<file path="config.mk">
export PLATFORM = sky130hd
export DESIGN_NAME = escaped_frame_decoder
export DESIGN_NICKNAME = d
export VERILOG_FILES = /design/src/sv/efd_pkg.sv /design/src/sv/efd_ram.sv /design/src/sv/escaped_frame_decoder.sv
export SDC_FILE = /design/constraint.sdc
export NUM_CORES = 1
export LEC_CHECK = 0
export BUFFER_PORTS_ARGS = -buffer_cell sky130_fd_sc_hd__buf_2
export CORE_MARGIN = 2
export CORE_UTILIZATION = 25
export CTS_BUF_LIST = sky130_fd_sc_hd__clkbuf_16
export DETAILED_ROUTE_END_ITERATION = 7
export PLACE_DENSITY = 0.5
export SLEW_MARGIN = 0
export SYNTH_ARGS = -nofsm -noshare
export SYNTH_HDL_FRONTEND = slang
export SYNTH_HIERARCHICAL = 1
export SYNTH_SLANG_ARGS = --single-unit
</file>
<file path="constraint.sdc">
create_clock -name clock -period 3.9 [get_ports clock]
set_input_delay 0 -clock clock [delete_from_list [all_inputs] [get_ports clock]]
set_output_delay 0 -clock clock [all_outputs]
set_load 0.02 [all_outputs]
</file>
<file path="src/sv/efd_pkg.sv">
package efd_pkg;

   // fixed field widths
   localparam int unsigned BYTE_W      = 8;
   localparam int unsigned LEN_W       = 7;
   localparam int unsigned CSR_INDEX_W = 2;

   // reset values of the control registers
   localparam logic [BYTE_W-1:0] DELIMITER_RESET = 8'd124;
   localparam logic [BYTE_W-1:0] ESCAPE_RESET    = 8'd92;

   // register indexes
   typedef enum logic [CSR_INDEX_W-1:0] {
      REG_DELIMITER = 2'd0,
      REG_ESCAPE    = 2'd1
   } csr_index_type;

endpackage

</file>
<file path="src/sv/efd_ram.sv">
module efd_ram #(
   parameter int unsigned WIDTH  = 8,
   parameter int unsigned DEPTH  = 64,
   parameter int unsigned ADDR_W = (DEPTH > 1) ? $clog2(DEPTH) : 1
) (
   input  logic              clock,
   input  logic              wr_en,
   input  logic [ADDR_W-1:0] wr_addr,
   input  logic [WIDTH-1:0]  wr_data,
   input  logic              rd_en,
   input  logic [ADDR_W-1:0] rd_addr,
   output logic [WIDTH-1:0]  rd_data
);

   logic [WIDTH-1:0] mem [DEPTH];

   // one write port, one registered read port; read data holds until the next read
   always_ff @(posedge clock) begin
      if (wr_en) begin
         mem[wr_addr] <= wr_data;
      end
      if (rd_en) begin
         rd_data <= mem[rd_addr];
      end
   end

endmodule

</file>
<file path="src/sv/escaped_frame_decoder.sv">
// channel   ports                       direction  moves
// req       req_valid/req_ready         in         one received byte of the escaped stream
// rsp       rsp_valid/rsp_ready         out        one decoded byte with last/empty/length
// csr       csr_we/csr_index/csr_data   in         write of delimiter or escape byte
//
// Intake takes one byte per cycle while the output slot is free; data goes straight to RAM.
// A delimiter that ends a stored message switches to readout: one result per cycle from
// the RAM read port, no request taken until the last result has entered the output register.
// Empty messages go to the output register directly; overflowed messages give nothing.
// Synchronous reset clears fill count, flags and handshakes; the RAM needs no clearing.
// A stalled rsp side holds the RAM read data and stops further reads.
module escaped_frame_decoder #(
   parameter int unsigned BUFFER_DEPTH = 64
) (
   input  logic                             clock,
   input  logic                             reset,
   input  logic                             req_valid,
   output logic                             req_ready,
   input  logic [efd_pkg::BYTE_W-1:0]       req_in_byte,
   output logic                             rsp_valid,
   input  logic                             rsp_ready,
   output logic [efd_pkg::BYTE_W-1:0]       rsp_out_byte,
   output logic                             rsp_last_byte,
   output logic                             rsp_empty_message,
   output logic [efd_pkg::LEN_W-1:0]        rsp_message_length,
   input  logic                             csr_we,
   input  logic [efd_pkg::CSR_INDEX_W-1:0]  csr_index,
   input  logic [efd_pkg::BYTE_W-1:0]       csr_data
);
   import efd_pkg::*;

   localparam int unsigned ADDR_W = (BUFFER_DEPTH > 1) ? $clog2(BUFFER_DEPTH) : 1;
   localparam logic [LEN_W-1:0] DEPTH_LEN = LEN_W'(BUFFER_DEPTH);

   typedef enum logic {
      ST_INTAKE,
      ST_REPLAY
   } state_type;

   state_type         state_ff, state_in;
   logic [BYTE_W-1:0] delim_ff, delim_in;
   logic [BYTE_W-1:0] escape_ff, escape_in;
   logic [LEN_W-1:0]  fill_ff, fill_in;
   logic              overflow_ff, overflow_in;
   logic              esc_pend_ff, esc_pend_in;
   logic [LEN_W-1:0]  len_ff, len_in;
   logic [LEN_W-1:0]  rd_idx_ff, rd_idx_in;
   logic              rd_pend_ff, rd_pend_in;
   logic              pend_last_ff, pend_last_in;
   logic              out_valid_ff, out_valid_in;
   logic [BYTE_W-1:0] out_byte_ff, out_byte_in;
   logic              out_last_ff, out_last_in;
   logic              out_empty_ff, out_empty_in;
   logic [LEN_W-1:0]  out_len_ff, out_len_in;

   logic              req_fire;
   logic              out_free;
   logic              load_out;
   logic              issue_rd;
   logic              wr_en;
   logic [BYTE_W-1:0] rd_data;

   // output slot free this cycle
   assign out_free  = !out_valid_ff || rsp_ready;
   assign req_ready = (state_ff == ST_INTAKE) && out_free;
   assign req_fire  = req_valid && req_ready;

   // readout pipeline: RAM data moves to the output register when the slot frees
   assign load_out = rd_pend_ff && out_free;
   assign issue_rd = (state_ff == ST_REPLAY) && (rd_idx_ff < len_ff) && (!rd_pend_ff || load_out);

   efd_ram #(
      .WIDTH (BYTE_W),
      .DEPTH (BUFFER_DEPTH),
      .ADDR_W(ADDR_W)
   ) u_store (
      .clock  (clock),
      .wr_en  (wr_en),
      .wr_addr(fill_ff[ADDR_W-1:0]),
      .wr_data(req_in_byte),
      .rd_en  (issue_rd),
      .rd_addr(rd_idx_ff[ADDR_W-1:0]),
      .rd_data(rd_data)
   );

   // next-state logic
   always_comb begin
      state_in     = state_ff;
      delim_in     = delim_ff;
      escape_in    = escape_ff;
      fill_in      = fill_ff;
      overflow_in  = overflow_ff;
      esc_pend_in  = esc_pend_ff;
      len_in       = len_ff;
      rd_idx_in    = rd_idx_ff;
      rd_pend_in   = rd_pend_ff;
      pend_last_in = pend_last_ff;
      out_valid_in = out_valid_ff && !rsp_ready;
      out_byte_in  = out_byte_ff;
      out_last_in  = out_last_ff;
      out_empty_in = out_empty_ff;
      out_len_in   = out_len_ff;
      wr_en        = 1'b0;

      // register writes
      if (csr_we) begin
         case (csr_index)
            REG_DELIMITER: delim_in  = csr_data;
            REG_ESCAPE:    escape_in = csr_data;
            default:       ;
         endcase
      end

      // intake of one byte
      if (req_fire) begin
         if (esc_pend_ff || (req_in_byte != escape_ff && req_in_byte != delim_ff)) begin
            esc_pend_in = 1'b0;
            if (!overflow_ff) begin
               if (fill_ff == DEPTH_LEN) begin
                  overflow_in = 1'b1;
               end else begin
                  wr_en   = 1'b1;
                  fill_in = fill_ff + LEN_W'(1);
               end
            end
         end else if (req_in_byte == escape_ff) begin
            esc_pend_in = 1'b1;
         end else begin
            // unescaped delimiter ends the message
            fill_in = '0;
            if (overflow_ff) begin
               overflow_in = 1'b0;
            end else if (fill_ff == '0) begin
               out_valid_in = 1'b1;
               out_byte_in  = '0;
               out_last_in  = 1'b1;
               out_empty_in = 1'b1;
               out_len_in   = '0;
            end else begin
               len_in    = fill_ff;
               rd_idx_in = '0;
               state_in  = ST_REPLAY;
            end
         end
      end

      // readout into the output register
      if (load_out) begin
         out_valid_in = 1'b1;
         out_byte_in  = rd_data;
         out_last_in  = pend_last_ff;
         out_empty_in = 1'b0;
         out_len_in   = len_ff;
         rd_pend_in   = 1'b0;
         if (pend_last_ff) begin
            state_in = ST_INTAKE;
         end
      end
      if (issue_rd) begin
         rd_pend_in   = 1'b1;
         pend_last_in = (rd_idx_ff == len_ff - LEN_W'(1));
         rd_idx_in    = rd_idx_ff + LEN_W'(1);
      end
   end

   // state and registered outputs
   always_ff @(posedge clock) begin
      if (reset) begin
         state_ff     <= ST_INTAKE;
         delim_ff     <= DELIMITER_RESET;
         escape_ff    <= ESCAPE_RESET;
         fill_ff      <= '0;
         overflow_ff  <= 1'b0;
         esc_pend_ff  <= 1'b0;
         rd_pend_ff   <= 1'b0;
         out_valid_ff <= 1'b0;
      end else begin
         state_ff     <= state_in;
         delim_ff     <= delim_in;
         escape_ff    <= escape_in;
         fill_ff      <= fill_in;
         overflow_ff  <= overflow_in;
         esc_pend_ff  <= esc_pend_in;
         rd_pend_ff   <= rd_pend_in;
         out_valid_ff <= out_valid_in;
      end
      len_ff       <= len_in;
      rd_idx_ff    <= rd_idx_in;
      pend_last_ff <= pend_last_in;
      out_byte_ff  <= out_byte_in;
      out_last_ff  <= out_last_in;
      out_empty_ff <= out_empty_in;
      out_len_ff   <= out_len_in;
   end

   assign rsp_valid          = out_valid_ff;
   assign rsp_out_byte       = out_byte_ff;
   assign rsp_last_byte      = out_last_ff;
   assign rsp_empty_message  = out_empty_ff;
   assign rsp_message_length = out_len_ff;

endmodule

</file>
==> impl_metrics.csv <==
group,metric,value,unit
cts,clk_pin_slew_worst_paths,0.06,ns
synthesis,syn_inst,1228,
synthesis,avgSynthCellArea,18.9,um^2
floorplanning,die_h,309,um
synthesis,async_reset_ff_share,0,%
grt,grt_max_degree,65,
finish,fin_area,0.0276,mm^2
power,comb_power_share,2.2,%
floorplanning,die_w,309,um
cts,numCtsBuffers,59,
power,switching_power,2.57,mW
synthesis,synth_edf_count,551,
cts,clkLatencyLatePin,0.62,ns
worst_setup_path,critPathMaxFanout,10,
floorplanning,dieArea,0.0955,mm^2
power,power_density,462,mW/mm^2
synthesis,ys.flop_type,"edfxtp_1",
detailed_routing,wl_met1,25.5,mm
synthesis,yosys-top-cells-count,"551 x edfxtp_1, 126 x mux4_2, 115 x nor2_1",
power,sequentialPowerShare,53.8,%
power,power.internal,10.2,mW
synthesis,synth.area.top_cells,"edfxtp_1 71%, mux4_2 12%, dfxtp_1 2.5%",
detailed_routing,wl_per_cell,21.7,um
sta,relSlewSlack,32.3,%
worst_setup_path,required,4.15,ns
synthesis,seq_area_frac_synth,73.6,%
worst_setup_path,worstSetupEndpointType,"flip-flop",
synthesis,synth_top_family_by_area,"multiplexers",
grt,antenna_found_initial,6,
run_status,outcome,"finished, final reports clean",
finish,final_util,30.0,%
synthesis,synth.top_cell.area_share,71.1,%
detailed_routing,drt_wl_total,58.2,mm
sta,rsz0062_at_grt,"no",
power,p_total,12.7,mW
synthesis,synth_xor_area_share,1.05,%
floorplanning,start_util,25.3,%
cts,htreeDepth,2,
synthesis,yosysTopAreaCell,"edfxtp_1",
floorplanning,core,0.0919,mm^2
synthesis,yosysMostFrequentCell,"edfxtp_1",
floorplanning,ios,42,
sta,hold-worst-slack,0.0119,ns
finish,drive_gt1_share,26.5,%
worst_setup_path,worstPathArrival,3.40,ns
placed_design,post_dp_cell_area,0.0254,mm^2
power,ir_worst_vdd,330,uV
synthesis,synth-simple-area-share,5.72,%
detailed_routing,ant_nets,0,
sta,worst_slew_pin_slew,0.990,ns
detailed_routing,drcViolationCount,0,
synthesis,synth_seq_cells,580,
placed_design,port_buffers,41,
worst_setup_path,path_class,"reg -> reg",
sta,setup_violations,0,
power,sw_frac_of_total,20.2,%
placed_design,hpwlAfterDp,37.5,mm
sta,hold_viol,0,
cts,max-clock-path-buffers,3,
synthesis,yosys.cell_types.count,64,
detailed_routing,first_iter_violations,1123,
grt,grt_pass1_wl,84.9,mm
sta,finClkSkew,0.0170,ns
detailed_routing,met2_length,28.3,mm
placed_design,routabilityCongestion,0.796,
finish,area_growth_syn_to_layout,18.6,%
sta,slew_violations,0,
finish,fillers,9106,
detailed_routing,wl_met3,3.07,mm
detailed_routing,top_layer_used,"met5",
cts,cts_sinks,580,
worst_setup_path,start_kind,"flip-flop",
sta,finalCritPeriodShare,80.8,%
detailed_routing,first_pass_iters,5,
finish,seqCellArea,0.0171,mm^2
synthesis,synthesis.nets,1262,
synthesis,synth_area,0.0233,mm^2
detailed_routing,via_count,12000,
synthesis,synth_mux_area_share,14.1,%
cts,cts.repair.resized,0,
grt,gr-total-overflow,0,
synthesis,synth_adder_area_share,0.592,%
power,clkPwrFrac,44.0,%
grt,grt_pass1_vias,12400,
finish,antenna_cells,0,
finish,multi_input_area,0.00571,mm^2
power,p_leak,8.71,nW
sta,finalSetupTns,0,ns
run,drv_cap,0,
synthesis,synth-compound-area-share,3.05,%
synthesis,yosys_warnings,6,
hold_path,hold_path_class,"in -> reg",
grt,grt_usage,12.2,%
floorplanning,rows,111,
cts,cts_tree,"done",
sta,fmax,317,MHz
detailed_routing,vias_per_cell,4.49,
finish,fin_nets,1422,
sta,finalCriticalPeriod,3.15,ns
cts,cts_root_buf,"clkbuf_16",
-- final timing paths --
path / from / depth (start not counted) / end / slack (ns)
hold reg to reg: pend_last_ff / 1 / state_ff / 0.46
setup reg to reg: fill_ff[0] / 7 / u_store/mem[26][5] / 0.75
setup / recovery: fill_ff[0] / 7 / u_store/mem[26][5] / 0.75
hold / removal: req_in_byte[2] / 2 / u_store/mem[18][2] / 0.01
-- critical path: stages, from the launching register on --
cell     delay (ns)
dfxtp_1        0.50
inv_1          0.15
ha_1           0.25
a311o_2        0.43
and2b_2        0.30
nor2b_1        0.30
nand2_1        0.25
nor2_1         0.59
-- timing repair --
| action | in CTS | in global routing |
|---|---|---|
| endpoints found under the hold margin | 40 | 0 |
| hold buffers | 23 | 0 |
| buffers inserted | 0 | 0 |
-- per-stage QoR --
step	cells	setup slack, ns
after floorplan	1228	1.23
after global routing	2681	0.552
final	2681	0.748
after detailed placement	2547	0.823
after CTS	2681	0.798
after global placement	2547	0.843
-- state kept, by name, summed over array words and instances (netlist names), 7 cells and up --
register,cells
u_store/mem,512
delim_ff,8
escape_ff,8
rsp_out_byte,8
u_store/rd_data,8
fill_ff,7
len_ff,7
rd_idx_ff,7
rsp_message_length,7
-- metal layers --
metal | global-route usage [%] | vias up
met3 | 2.36 | 86
met2 | 20.4 | 337
met4 | 3.23 | 4
li1 | - | 5288
met5 | 0 | -
met1 | 16.3 | 6329
-- cells in the final DEF, fill, tap and decap left out, drive strengths merged, types with 4 or more instances in the layout --
master / count
a211o: 9
a211oi: 5
a21oi: 12
a221oi: 7
and3: 19
buf: 134
bufinv: 7
clkbuf: 60
clkinv: 36
dfxtp: 29
dlygate4sd3: 23
edfxtp: 551
ha: 11
inv: 26
mux2: 13
mux2i: 30
mux4: 126
nand2: 30
nand2b: 13
nand3: 21
nand3b: 4
nand4: 4
nor2: 115
nor2b: 20
nor3: 13
nor4: 6
o21ai: 16
o221ai: 8
o22ai: 9
o2bb2ai: 4
or3: 4
xnor2: 17
xor2: 11
-- power by group through the flow --
stage	Combinational [mW]	Clock [mW]	Sequential, mW
after floorplan	0.0917	0	6.98
after detailed placement	0.269	0	6.98
after global placement	0.265	0	6.98
after global routing	0.307	6.00	6.85
final	0.281	5.60	6.85
after CTS	0.286	5.76	6.85
-- cell families after synthesis --
group / after synthesis
flip-flops: 580
AO/OA/AOI/OAI: 97
buffers and inverters: 78
multiplexers: 169
AND/OR/NAND/NOR: 265
XOR/XNOR: 28
adder cells (fa/ha/maj): 11
-- cell type report --
cell class | instances | share of cell area (%)
Sequential cell | 580 | 62.1
Multi-Input combinational cell | 570 | 20.7
Tap cell | 1243 | 5.64
Clock buffer | 60 | 5.44
Timing Repair Buffer | 157 | 4.34
Clock inverter | 51 | 1.54
Inverter | 20 | 0.272
Power figures use the tool's default switching activity.
